[src/rtl/vfdc_pkg.sv]
// ============================================================================
// vfdc_pkg
// Shared types, constants and reset values of the drive command controller.
// ============================================================================
`default_nettype none

package vfdc_pkg;

  // Default widths of the fixed-point pot path.
  localparam int SAMPLE_BITS_DEF = 12;
  localparam int FRAC_BITS_DEF   = 8;

  // Fixed field widths.
  localparam int FREQ_W     = 9;
  localparam int DB_W       = 12;
  localparam int ALPHA_W    = 9;
  localparam int DEB_W      = 4;
  localparam int RAMP_W     = 8;
  localparam int AMP_W      = 10;
  localparam int CFG_IDX_W  = 3;
  localparam int CFG_DATA_W = 12;
  localparam int OUT_W      = 32;

  // Register indexes on the configuration port.
  localparam logic [CFG_IDX_W-1:0] CFG_MIN_FREQ  = 3'd0;
  localparam logic [CFG_IDX_W-1:0] CFG_MAX_FREQ  = 3'd1;
  localparam logic [CFG_IDX_W-1:0] CFG_DEADBAND  = 3'd2;
  localparam logic [CFG_IDX_W-1:0] CFG_ALPHA     = 3'd3;
  localparam logic [CFG_IDX_W-1:0] CFG_DEBOUNCE  = 3'd4;
  localparam logic [CFG_IDX_W-1:0] CFG_RAMP      = 3'd5;
  localparam logic [CFG_IDX_W-1:0] CFG_SKIP_LOCK = 3'd6;
  localparam logic [CFG_IDX_W-1:0] CFG_SKIP_RAMP = 3'd7;

  // Register reset values.
  localparam logic [FREQ_W-1:0]  MIN_FREQ_RST = 9'd10;
  localparam logic [FREQ_W-1:0]  MAX_FREQ_RST = 9'd60;
  localparam logic [DB_W-1:0]    DEADBAND_RST = 12'd410;
  localparam logic [ALPHA_W-1:0] ALPHA_RST    = 9'd51;
  localparam logic [DEB_W-1:0]   DEBOUNCE_RST = 4'd3;
  localparam logic [RAMP_W-1:0]  RAMP_RST     = 8'd5;

  // Arithmetic constants.
  localparam logic [ALPHA_W-1:0] ALPHA_ONE    = 9'd256;
  localparam int                 ALPHA_SHIFT  = 8;
  localparam logic [FREQ_W-1:0]  RECIP3       = 9'd342;  // ceil(2^10 / 3)
  localparam int                 RECIP3_SHIFT = 10;
  localparam logic [AMP_W-1:0]   AMP_LOW      = 10'd600;
  localparam logic [AMP_W-1:0]   AMP_HIGH     = 10'd1000;
  localparam logic [RAMP_W-1:0]  RAMP_SAT     = 8'd255;
  localparam int                 DIV_STEPS    = 9;       // one per request bit

  typedef enum logic [1:0] {
    DRV_OFF = 2'd0,
    DRV_FWD = 2'd1,
    DRV_REV = 2'd2
  } drive_t;

  typedef enum logic [2:0] {
    S_IDLE,
    S_FILT,
    S_MAP,
    S_LOAD,
    S_DIV,
    S_FIN
  } ctrl_state_t;

  typedef struct packed {
    logic capture;
    logic filter;
    logic map;
    logic load;
    logic div_step;
    logic commit;
  } dp_cmd_t;

  typedef struct packed {
    logic out_valid;
    logic out_ready;
  } dp_status_t;

endpackage

`default_nettype wire

[src/rtl/vfdc_ctrl.sv]
// ============================================================================
// vfdc_ctrl
// Sequencer that steps one tick through filter, map, divide and commit.
// ============================================================================
`default_nettype none

module vfdc_ctrl (
  input  wire                       clk,
  input  wire                       rst_n,
  input  wire                       in_tvalid,
  output logic                      in_tready,
  output vfdc_pkg::dp_cmd_t         cmd,
  input  wire vfdc_pkg::dp_status_t status
);

  localparam int CNT_W = $clog2(vfdc_pkg::DIV_STEPS + 1);

  vfdc_pkg::ctrl_state_t state_r, state_nxt;
  logic [CNT_W-1:0]      cnt_r, cnt_nxt;
  logic                  can_commit;

  assign can_commit = !status.out_valid || status.out_ready;

  always_ff @(posedge clk) begin
    if (!rst_n) begin
      state_r <= vfdc_pkg::S_IDLE;
      cnt_r   <= '0;
    end else begin
      state_r <= state_nxt;
      cnt_r   <= cnt_nxt;
    end
  end

  always_comb begin
    state_nxt = state_r;
    cnt_nxt   = cnt_r;
    unique case (state_r)
      vfdc_pkg::S_IDLE: begin
        if (in_tvalid) state_nxt = vfdc_pkg::S_FILT;
      end
      vfdc_pkg::S_FILT: state_nxt = vfdc_pkg::S_MAP;
      vfdc_pkg::S_MAP:  state_nxt = vfdc_pkg::S_LOAD;
      vfdc_pkg::S_LOAD: begin
        state_nxt = vfdc_pkg::S_DIV;
        cnt_nxt   = '0;
      end
      vfdc_pkg::S_DIV: begin
        cnt_nxt = cnt_r + 1'b1;
        if (cnt_r == CNT_W'(vfdc_pkg::DIV_STEPS - 1)) state_nxt = vfdc_pkg::S_FIN;
      end
      vfdc_pkg::S_FIN: begin
        if (can_commit) state_nxt = vfdc_pkg::S_IDLE;
      end
      default: state_nxt = vfdc_pkg::S_IDLE;
    endcase
  end

  always_comb begin
    in_tready = 1'b0;
    cmd       = '0;
    unique case (state_r)
      vfdc_pkg::S_IDLE: begin
        in_tready   = 1'b1;
        cmd.capture = in_tvalid;
      end
      vfdc_pkg::S_FILT: cmd.filter   = 1'b1;
      vfdc_pkg::S_MAP:  cmd.map      = 1'b1;
      vfdc_pkg::S_LOAD: cmd.load     = 1'b1;
      vfdc_pkg::S_DIV:  cmd.div_step = 1'b1;
      vfdc_pkg::S_FIN:  cmd.commit   = can_commit;
      default: cmd = '0;
    endcase
  end

endmodule

`default_nettype wire

[src/rtl/vfdc_datapath.sv]
// ============================================================================
// vfdc_datapath
// Configuration, filter, frequency map divider, debounce, ramp and result.
// ============================================================================
`default_nettype none

module vfdc_datapath #(
  parameter int SAMPLE_BITS = vfdc_pkg::SAMPLE_BITS_DEF,
  parameter int FRAC_BITS   = vfdc_pkg::FRAC_BITS_DEF
) (
  input  wire                               clk,
  input  wire                               rst_n,
  input  wire                               cfg_we,
  input  wire  [vfdc_pkg::CFG_IDX_W-1:0]    cfg_index,
  input  wire  [vfdc_pkg::CFG_DATA_W-1:0]   cfg_wdata,
  input  wire  [SAMPLE_BITS-1:0]            pot_sample,
  input  wire                               button_level,
  input  wire  vfdc_pkg::dp_cmd_t           cmd,
  output vfdc_pkg::dp_status_t              status,
  output logic                              out_tvalid,
  input  wire                               out_tready,
  output logic [vfdc_pkg::OUT_W-1:0]        out_tdata
);

  localparam int FREQ_W = vfdc_pkg::FREQ_W;
  localparam int FW     = SAMPLE_BITS + FRAC_BITS;
  localparam int DBI_W  = (SAMPLE_BITS + 1 > vfdc_pkg::DB_W) ? SAMPLE_BITS + 1 : vfdc_pkg::DB_W;
  localparam int CW     = DBI_W + FRAC_BITS;
  localparam int PW     = FW + vfdc_pkg::ALPHA_W;
  localparam int SW     = PW + 1;
  localparam int NW     = CW + FREQ_W;
  localparam int DVW    = CW + FREQ_W + 2;
  localparam int ZW     = SAMPLE_BITS + 5;
  localparam int F3W    = 2 * FREQ_W;
  localparam int VW     = FREQ_W + 5;

  // Configuration registers.
  logic [FREQ_W-1:0]                min_r, max_r;
  logic [vfdc_pkg::DB_W-1:0]        db_r;
  logic [vfdc_pkg::ALPHA_W-1:0]     alpha_r;
  logic [vfdc_pkg::DEB_W-1:0]       deb_r;
  logic [vfdc_pkg::RAMP_W-1:0]      ramp_r;
  logic                             skip_lock_r, skip_ramp_r;

  // Tick state.
  logic [FW-1:0]                    filt_r;
  logic                             btn_last_r, btn_stable_r;
  logic [vfdc_pkg::DEB_W-1:0]       btn_cnt_r;
  vfdc_pkg::drive_t                 drive_r, last_dir_r;
  logic                             latch_r;
  logic [FREQ_W-1:0]                wave_r;
  logic [vfdc_pkg::RAMP_W-1:0]      rc_r;

  // Working registers of one tick.
  logic                             btn_r, zero_hit_r;
  logic [PW-1:0]                    prod_a_r, prod_b_r;
  logic [F3W-1:0]                   f3_r;
  logic [vfdc_pkg::AMP_W-1:0]       amp_r;
  logic [NW-1:0]                    prod_r;
  logic [CW-1:0]                    den_r;
  logic                             den_zero_r, above_db_r;
  logic [DVW-1:0]                   rem_r, dsh_r;
  logic [FREQ_W-1:0]                q_r;

  logic [vfdc_pkg::OUT_W-1:0]       out_data_r;
  logic                             out_valid_r;

  // Combinational helpers.
  logic [vfdc_pkg::ALPHA_W-1:0]     alpha_eff, alpha_inv;
  logic [ZW-1:0]                    pot_x20;
  logic [SW-1:0]                    filt_sum;
  logic [VW-1:0]                    amp_raw;
  logic [CW-1:0]                    dbs, full, den, filt_e, num_raw, num;
  logic [FREQ_W-1:0]                span;

  // Commit logic.
  logic                             last_nxt, stable_nxt, press;
  logic [vfdc_pkg::DEB_W-1:0]       cnt_nxt;
  vfdc_pkg::drive_t                 drive_nxt, last_dir_nxt;
  logic                             latch_nxt, run;
  logic [FREQ_W-1:0]                req, wave_nxt;
  logic [vfdc_pkg::RAMP_W-1:0]      rc_inc, rc_nxt;

  assign alpha_eff = (alpha_r > vfdc_pkg::ALPHA_ONE) ? vfdc_pkg::ALPHA_ONE : alpha_r;
  assign alpha_inv = vfdc_pkg::ALPHA_ONE - alpha_eff;
  assign pot_x20   = (ZW'(pot_sample) << 4) + (ZW'(pot_sample) << 2);
  assign filt_sum  = SW'(prod_a_r) + (SW'(prod_b_r) << FRAC_BITS);
  assign amp_raw   = (VW'(wave_r) << 4) + VW'(wave_r) + VW'(f3_r >> vfdc_pkg::RECIP3_SHIFT);

  always_comb begin
    dbs     = CW'(db_r) << FRAC_BITS;
    full    = CW'(1) << FW;
    den     = (full > dbs) ? full - dbs : '0;
    filt_e  = CW'(filt_r);
    num_raw = (filt_e > dbs) ? filt_e - dbs : '0;
    num     = (num_raw > den) ? den : num_raw;
    span    = (max_r > min_r) ? max_r - min_r : '0;
  end

  always_ff @(posedge clk) begin
    if (!rst_n) begin
      min_r       <= vfdc_pkg::MIN_FREQ_RST;
      max_r       <= vfdc_pkg::MAX_FREQ_RST;
      db_r        <= vfdc_pkg::DEADBAND_RST;
      alpha_r     <= vfdc_pkg::ALPHA_RST;
      deb_r       <= vfdc_pkg::DEBOUNCE_RST;
      ramp_r      <= vfdc_pkg::RAMP_RST;
      skip_lock_r <= 1'b0;
      skip_ramp_r <= 1'b0;
    end else if (cfg_we) begin
      unique case (cfg_index)
        vfdc_pkg::CFG_MIN_FREQ:  min_r       <= cfg_wdata[FREQ_W-1:0];
        vfdc_pkg::CFG_MAX_FREQ:  max_r       <= cfg_wdata[FREQ_W-1:0];
        vfdc_pkg::CFG_DEADBAND:  db_r        <= cfg_wdata[vfdc_pkg::DB_W-1:0];
        vfdc_pkg::CFG_ALPHA:     alpha_r     <= cfg_wdata[vfdc_pkg::ALPHA_W-1:0];
        vfdc_pkg::CFG_DEBOUNCE:  deb_r       <= cfg_wdata[vfdc_pkg::DEB_W-1:0];
        vfdc_pkg::CFG_RAMP:      ramp_r      <= cfg_wdata[vfdc_pkg::RAMP_W-1:0];
        vfdc_pkg::CFG_SKIP_LOCK: skip_lock_r <= cfg_wdata[0];
        vfdc_pkg::CFG_SKIP_RAMP: skip_ramp_r <= cfg_wdata[0];
        default: ;
      endcase
    end
  end

  // Payload pipeline of one tick; held between commands.
  always_ff @(posedge clk) begin
    if (cmd.capture) begin
      btn_r      <= button_level;
      zero_hit_r <= pot_x20 < (ZW'(1) << SAMPLE_BITS);
      prod_a_r   <= PW'(filt_r) * PW'(alpha_inv);
      prod_b_r   <= PW'(pot_sample) * PW'(alpha_eff);
      f3_r       <= F3W'(wave_r) * F3W'(vfdc_pkg::RECIP3);
    end
    if (cmd.filter) begin
      if (amp_raw < VW'(vfdc_pkg::AMP_LOW))        amp_r <= vfdc_pkg::AMP_LOW;
      else if (amp_raw >= VW'(vfdc_pkg::AMP_HIGH)) amp_r <= vfdc_pkg::AMP_HIGH;
      else                                         amp_r <= amp_raw[vfdc_pkg::AMP_W-1:0];
    end
    if (cmd.map) begin
      prod_r     <= NW'(num) * NW'(span);
      den_r      <= den;
      den_zero_r <= (den == '0);
      above_db_r <= filt_e > dbs;
    end
    if (cmd.load) begin
      // Round half up: quotient of (2*num*span + den) by 2*den.
      rem_r <= (DVW'(prod_r) << 1) + DVW'(den_r);
      dsh_r <= DVW'(den_r) << vfdc_pkg::DIV_STEPS;
      q_r   <= '0;
    end
    if (cmd.div_step) begin
      if (rem_r >= dsh_r) begin
        rem_r <= rem_r - dsh_r;
        q_r   <= {q_r[FREQ_W-2:0], 1'b1};
      end else begin
        q_r   <= {q_r[FREQ_W-2:0], 1'b0};
      end
      dsh_r <= dsh_r >> 1;
    end
    if (cmd.commit) begin
      out_data_r <= {latch_nxt, amp_r, wave_nxt, req, drive_nxt, run};
    end
  end

  always_comb begin
    req = den_zero_r ? min_r : min_r + q_r;

    last_nxt   = btn_last_r;
    cnt_nxt    = btn_cnt_r;
    stable_nxt = btn_stable_r;
    press      = 1'b0;
    if (btn_r != btn_last_r) begin
      last_nxt = btn_r;
      cnt_nxt  = '0;
    end else if (btn_cnt_r < deb_r) begin
      cnt_nxt = btn_cnt_r + 1'b1;
    end
    if (cnt_nxt >= deb_r && btn_stable_r != last_nxt) begin
      stable_nxt = last_nxt;
      press      = last_nxt;
    end

    drive_nxt    = drive_r;
    last_dir_nxt = last_dir_r;
    if (press) begin
      if (drive_r != vfdc_pkg::DRV_OFF) begin
        drive_nxt = vfdc_pkg::DRV_OFF;
      end else begin
        drive_nxt    = (last_dir_r == vfdc_pkg::DRV_FWD) ? vfdc_pkg::DRV_REV
                                                         : vfdc_pkg::DRV_FWD;
        last_dir_nxt = drive_nxt;
      end
    end
    latch_nxt = latch_r | zero_hit_r | skip_lock_r;
    if (skip_lock_r) drive_nxt = vfdc_pkg::DRV_FWD;

    run = (drive_nxt != vfdc_pkg::DRV_OFF) && latch_nxt && above_db_r && (req >= min_r);

    rc_inc   = (rc_r < vfdc_pkg::RAMP_SAT) ? rc_r + 1'b1 : rc_r;
    rc_nxt   = rc_inc;
    wave_nxt = wave_r;
    if (run) begin
      if (skip_ramp_r) begin
        wave_nxt = req;
      end else if (rc_inc >= ramp_r && req != wave_r) begin
        wave_nxt = (req > wave_r) ? wave_r + 1'b1 : wave_r - 1'b1;
        rc_nxt   = '0;
      end
    end else begin
      wave_nxt = min_r;
    end
  end

  always_ff @(posedge clk) begin
    if (!rst_n) begin
      filt_r       <= '0;
      btn_last_r   <= 1'b0;
      btn_stable_r <= 1'b0;
      btn_cnt_r    <= '0;
      drive_r      <= vfdc_pkg::DRV_OFF;
      last_dir_r   <= vfdc_pkg::DRV_REV;
      latch_r      <= 1'b0;
      wave_r       <= vfdc_pkg::MIN_FREQ_RST;
      rc_r         <= '0;
      out_valid_r  <= 1'b0;
    end else begin
      if (cmd.filter) filt_r <= filt_sum[FW+vfdc_pkg::ALPHA_SHIFT-1:vfdc_pkg::ALPHA_SHIFT];
      if (cmd.commit) begin
        btn_last_r   <= last_nxt;
        btn_stable_r <= stable_nxt;
        btn_cnt_r    <= cnt_nxt;
        drive_r      <= drive_nxt;
        last_dir_r   <= last_dir_nxt;
        latch_r      <= latch_nxt;
        wave_r       <= wave_nxt;
        rc_r         <= rc_nxt;
        out_valid_r  <= 1'b1;
      end else if (out_tready) begin
        out_valid_r  <= 1'b0;
      end
    end
  end

  assign status.out_valid = out_valid_r;
  assign status.out_ready = out_tready;
  assign out_tvalid       = out_valid_r;
  assign out_tdata        = out_data_r;

endmodule

`default_nettype wire

[src/rtl/vf_drive_command_controller_top.sv]
// ============================================================================
// vf_drive_command_controller_top
// Volts-per-hertz open-loop drive command controller, one result per tick.
// ============================================================================
// Usage: each beat on the in_ channel is one control tick carrying a raw pot
// sample and the raw button level. The block filters the pot, maps it onto a
// requested frequency, debounces the button into Off / Forward / Off / Reverse,
// ramps the wave frequency and returns exactly one beat on the out_ channel.
// From the edge that accepts the input beat to out_tvalid the tick runs
// through these steps: the beat is captured at that edge, then come filter,
// map, divider load, nine divider steps (one request bit each) and commit.
// The block works on one tick at a time and takes no new beat until it is
// idle again right after the commit; the serial divider of the map sets that.
// in_tready is high only while the sequencer is idle. The result sits in an
// output register, so the next tick is taken while an earlier result still
// waits; if the receiver stalls the commit of the following tick waits until
// that result is taken, and nothing is dropped.
// Reset (rst_n low, synchronous) restores the register defaults, clears the
// filter and debounce state, sets the drive Off and the wave frequency to the
// default minimum. Configuration writes must only be issued while no tick is
// in progress.
// ============================================================================
`default_nettype none

module vf_drive_command_controller_top #(
  parameter int SAMPLE_BITS = vfdc_pkg::SAMPLE_BITS_DEF,
  parameter int FRAC_BITS   = vfdc_pkg::FRAC_BITS_DEF
) (
  input  wire                              clk,
  input  wire                              rst_n,
  // Input ticks.
  input  wire                              in_tvalid,
  output logic                             in_tready,
  // Fields from bit 0: pot_sample (SAMPLE_BITS), button_level (1), zero fill.
  input  wire  [((SAMPLE_BITS+8)/8)*8-1:0] in_tdata,
  // Results.
  output logic                             out_tvalid,
  input  wire                              out_tready,
  // Fields from bit 0: run (1), direction (2), requested_frequency (9),
  // wave_frequency (9), voltage_amplitude (10), pot_zeroed (1).
  output logic [vfdc_pkg::OUT_W-1:0]       out_tdata,
  // Configuration writes.
  input  wire                              cfg_we,
  input  wire  [vfdc_pkg::CFG_IDX_W-1:0]   cfg_index,
  input  wire  [vfdc_pkg::CFG_DATA_W-1:0]  cfg_wdata
);

  vfdc_pkg::dp_cmd_t    cmd;
  vfdc_pkg::dp_status_t status;

  // The sequencer issues one command per cycle of a tick but stalls the
  // commit on the datapath's output status, so no pending beat is overwritten.
  vfdc_ctrl u_ctrl (
    .clk       (clk),
    .rst_n     (rst_n),
    .in_tvalid (in_tvalid),
    .in_tready (in_tready),
    .cmd       (cmd),
    .status    (status)
  );

  vfdc_datapath #(
    .SAMPLE_BITS (SAMPLE_BITS),
    .FRAC_BITS   (FRAC_BITS)
  ) u_datapath (
    .clk          (clk),
    .rst_n        (rst_n),
    .cfg_we       (cfg_we),
    .cfg_index    (cfg_index),
    .cfg_wdata    (cfg_wdata),
    .pot_sample   (in_tdata[SAMPLE_BITS-1:0]),
    .button_level (in_tdata[SAMPLE_BITS]),
    .cmd          (cmd),
    .status       (status),
    .out_tvalid   (out_tvalid),
    .out_tready   (out_tready),
    .out_tdata    (out_tdata)
  );

`ifndef ASSERT_OFF
  // Only one tick is in flight: an accepted beat closes the input side.
  a_one_tick: assert property (@(posedge clk) disable iff (!rst_n)
    in_tvalid && in_tready |=> !in_tready)
    else $error("input accepted while a tick is in progress");

  // The drive state never reports the unused code.
  a_dir_code: assert property (@(posedge clk) disable iff (!rst_n)
    out_tvalid |-> out_tdata[2:1] != 2'd3)
    else $error("direction holds an unused code");

  // The amplitude stays inside its clamp.
  a_amp_range: assert property (@(posedge clk) disable iff (!rst_n)
    out_tvalid |-> out_tdata[30:21] >= vfdc_pkg::AMP_LOW &&
                   out_tdata[30:21] <= vfdc_pkg::AMP_HIGH)
    else $error("voltage amplitude outside its clamp");

  // Running needs a direction and the pot-zero interlock.
  a_run_gate: assert property (@(posedge clk) disable iff (!rst_n)
    out_tvalid && out_tdata[0] |-> out_tdata[2:1] != 2'd0 && out_tdata[31])
    else $error("run set without direction or interlock");
`endif

endmodule

`default_nettype wire
[config.mk]
export PLATFORM = sky130hd
export DESIGN_NAME = vf_drive_command_controller_top
export DESIGN_NICKNAME = d
export VERILOG_FILES = /design/src/rtl/vfdc_pkg.sv /design/src/rtl/vfdc_ctrl.sv /design/src/rtl/vfdc_datapath.sv /design/src/rtl/vf_drive_command_controller_top.sv
export SDC_FILE = /design/constraint.sdc
export NUM_CORES = 2
export LEC_CHECK = 0
export ABC_AREA = 0
export BUFFER_PORTS_ARGS = -buffer_cell sky130_fd_sc_hd__buf_2
export CORE_MARGIN = 5
export CORE_UTILIZATION = 39
export DETAILED_ROUTE_END_ITERATION = 6
export PLACE_DENSITY_LB_ADDON = 0.25
export SLEW_MARGIN = 10
export SYNTH_ARGS = -nofsm -noshare
export SYNTH_HDL_FRONTEND = slang
export SYNTH_HIERARCHICAL = 1
export SYNTH_SLANG_ARGS = --single-unit
[constraint.sdc]
create_clock -name clk -period 20.5 [get_ports clk]
set_clock_uncertainty 0.15 [all_clocks]
set_input_delay 4.1 -clock clk [delete_from_list [all_inputs] [get_ports clk]]
set_output_delay 4.1 -clock clk [all_outputs]
set_load 0.1 [all_outputs]
==> metrics.md <==
| Metric | Value |
|---|---|
| Synth area leader | `fa_1` |
| Top_reg_cell synth | `edfxtp_1` |
| Placement Rows | `between 100 and 150` |
| R2R setup slack | `roughly 9500 ps` |
| Die Y | `approximately 310 um` |
| GR Layer Usage met2 | `just over 30%` |
| Detailed Routing Iterations Pass 1 | `5` |
| Main combinational cell family by area after synthesis | `adder cells` |
| Cell Pwr Density | `105.7 nW/um2` |
| Max VDD drop | `between 0.00008 and 0.00009 V` |
| First DRT Iteration DRCs | `1359` |
| Max Fclk | `approximately 90 MHz` |
| Layout cells sized above 1 | `6.782%` |
| Root Buffer | `clkbuf_16` |
| Grt met3 use | `under 10%` |
| Synthesized Nets | `between 4000 and 5000` |
| CTS Buffer Depth | `3` |
| TritonCTS clock tree | `built` |
| Worst-skew pair later-pin latency | `approximately 570 ps` |
| Largest fanout on the critical path | `14` |
| Slew Viols, Final | `0` |
| Simple-gate share of the synthesized area | `16.44%` |
| GRT overflow | `0` |
| DRC violations left | `0` |
| Drt total wl | `around 84 mm` |
| GRT busiest layer | `met2` |
| Commonest cells after routing, fill and taps aside | `inv_1 (569), nand2_1 (430), fa_1 (356)` |
| Period utilization | `a little over half` |
| Resize count post-CTS | `0` |
| Setup bufs post-CTS | `0` |
| CP Class | `reg -> reg` |
| Layout Nets | `4574` |
| Gpl congestion | `between 0.8 and 0.9` |
| Boundary Pins | `70` |
| Final ANT Viol Nets | `0` |
| Sequential area share after synthesis | `23.30%` |
| Post-DP HPWL | `64.41 mm` |
| Hold WC Path Type | `reg -> reg` |
| TNS Setup | `0 ps` |
| FF+latch count, synth | `317` |
| CP Capture Type | `flip-flop` |
| Arr. time, crit path | `about 11000 ps` |
| CTS Sinks | `317` |
| RSZ-0062 raised after global routing | `no` |
| Worst path required time | `between 20000 and 25000 ps` |
| Max-cap violations | `0` |
| Htree depth | `2` |
| Synth cell types | `95` |
| Initial antenna violation count | `1` |
| Delay of the slowest critical-path stage | `a little under 700 ps` |
| Die Area | `~95000 um2` |
| RR Startpoint | `u_datapath/db_r[0]$_SDFFE_PN0P_` |
| Detailed-route via count | `26000` |
| Worst hold start | `u_datapath/amp_r[8]$_SDFFCE_PP0P_` |
| Hold endpoint | `u_datapath/out_tdata[29]$_DFFE_PP_` |
| Syn Area/Cell | `9.066 um2` |
| Worst flop-to-flop path endpoint | `u_datapath/prod_r[29]$_DFFE_PP_` |
| GRT met1 Usage | `around a quarter` |
| Synth top area cells | `fa_1 (20%), edfxtp_1 (15%), ha_1 (13%)` |
| CTS Buf Count | `40` |
| Synth async-reset ratio | `0%` |
| Synth Area in XOR/XNOR | `roughly 4.3%` |
| Cell mode on critical path | `fa_1` |
| Max transition margin | `a little over a fifth` |
| Wire per inst | `between 15 and 20 um` |
| Port Buffers | `66` |
| P&R area growth vs syn | `8.022%` |
| R2r worst-path depth | `36` |
| Final Hold Vio Count | `0` |
| Post-synth top area share | `between 20% and 30%` |
| Total GRT Usage | `between 10% and 20%` |
| Starting Density | `between 30% and 40%` |
| Leak pwr | `about 18 nW` |
| Hold Buf Count CTS | `0` |
| Design Power | `3.974 mW` |
| Leading cell type in the layout, fill and taps excluded | `inv_1` |
| Crit-path slowest cell | `dfxtp_1` |
| Final setup viols | `0` |
| Largest net degree at the start of global routing | `61` |
| Status | `finished, final reports clean` |
| Die X-Extent | `308.7 um` |
| Worst hold path depth | `0` |
| Post-synthesis adder-cell area fraction | `about 33%` |
| Vias in the first global route | `between 20000 and 30000` |
| Final period demand of the worst path | `roughly 11000 ps` |
| Global-route wire length before repair | `between 100 and 150 mm` |
| CP startpoint kind | `flip-flop` |
| Core area | `88510 um2` |
| Compound-Gate Fraction of Synth Area | `between 10% and 20%` |
| Least-Margin Pin Slew | `approximately 1200 ps` |
| Syn. warnings | `6` |
| Cells after Synth | `approximately 3800` |
| Vias per Instance | `just over 5` |
| Netlist Area Pre-Place | `between 30000 and 40000 um2` |
| Mux cell area share after synthesis | `under 10%` |
| Post-synth EDFFs | `between 150 and 200` |
| Clk slew on worst S/H paths | `70 ps` |
cell type report:
cell class,instances,area (um2)
diodes,1,2.502
clock buffers,53,1122
clock inverters,20,240.2
fillers,8812,50930
inverters,573,2151
multi-input cells,2807,23970
flip-flops and latches,317,8108
well taps,1165,1458
repair buffers,93,533.0
flip-flops by register name, indices dropped and copies added (netlist names), 10 cells and up:
register / cells
u_datapath/amp_r: 10
u_datapath/db_r: 12
u_datapath/den_r: 13
u_datapath/dsh_r: 30
u_datapath/filt_r: 20
u_datapath/out_tdata: 32
u_datapath/prod_a_r: 20
u_datapath/prod_b_r: 20
u_datapath/prod_r: 30
u_datapath/rem_r: 32
metal layers:
metal,vias up,part of all wire (%)
met4,0,2.1
met1,12750,47
met3,101,4.0
met5,-,0
met2,419,47
li1,12740,-
worst max path at each step:
stage,slack (ps),endpoint,from
4_1_cts,9610,u_datapath/prod_r[29]$_DFFE_PP_,u_datapath/filt_r[9]$_SDFFE_PN0P_
3_3_place_gp,9670,u_datapath/prod_r[29]$_DFFE_PP_,u_datapath/db_r[0]$_SDFFE_PN0P_
6_report,9510,u_datapath/prod_r[29]$_DFFE_PP_,u_datapath/db_r[0]$_SDFFE_PN0P_
3_5_place_dp,9630,u_datapath/prod_r[29]$_DFFE_PP_,u_datapath/filt_r[9]$_SDFFE_PN0P_
2_1_floorplan,11170,u_datapath/prod_r[28]$_DFFE_PP_,u_datapath/filt_r[8]$_SDFFE_PN0P_
5_1_grt,8750,u_datapath/prod_r[29]$_DFFE_PP_,u_datapath/db_r[0]$_SDFFE_PN0P_
per-stage QoR:
step | cell area (um2) | std cells | hold slack [ps] | worst slack, ps | utilization [%]
final | 37590 | 5029 | 267.2 | 9508 | 42.46
after global placement | 36220 | 4955 | 252.5 | 9669 | 40.92
after global routing | 37580 | 5028 | 275.4 | 8752 | 42.46
after detailed placement | 36220 | 4955 | 255.2 | 9631 | 40.92
after floorplan | 34790 | 3838 | 250.3 | 11170 | -
after CTS | 37580 | 5028 | 268.9 | 9607 | 42.46
logic make-up (layout without fill, tap and decap cells):
| logic type | after synthesis | count (layout) |
|---|---|---|
| DFF | 317 | 317 |
| muxes | 59 | 59 |
| buffers and inverters | 714 | 739 |
| other | 1 | 2 |
| xor gates and xnor gates | 169 | 169 |
| adders and majority gates | 706 | 706 |
| and+or+nand+nor | 1175 | 1175 |
| AOI/OAI and AO/OA | 697 | 697 |
critical path, delay by kind of cell, from the launching register on:
kind,cells,cell delay (ps)
AO/OA/AOI/OAI,14,3470
XOR/XNOR,1,100
adder cells (fa/ha/maj),8,3320
buffers and inverters,4,190
flip-flops,1,680
AND/OR/NAND/NOR,9,2810
where the power goes:
group	total [mW]	switching (mW)	internal [mW]
registers	0.941	0.0994	0.841
clock network	0.727	0.288	0.439
logic	2.31	1.34	0.964
cell usage after synthesis, drive strengths merged (39+ instances only):
cell type / n
inv: 572
nand2: 430
fa: 356
ha: 350
nor2: 229
a21oi: 187
edfxtp: 176
o21ai: 168
dfxtp: 141
and2: 139
xnor2: 118
clkbuf: 94
a21o: 83
nand3: 69
nor3: 60
nor2b: 59
xor2: 51
buf: 47
nand2b: 45
mux2i: 43
a211oi: 40
o21a: 39
Power figures use the tool's default switching activity.
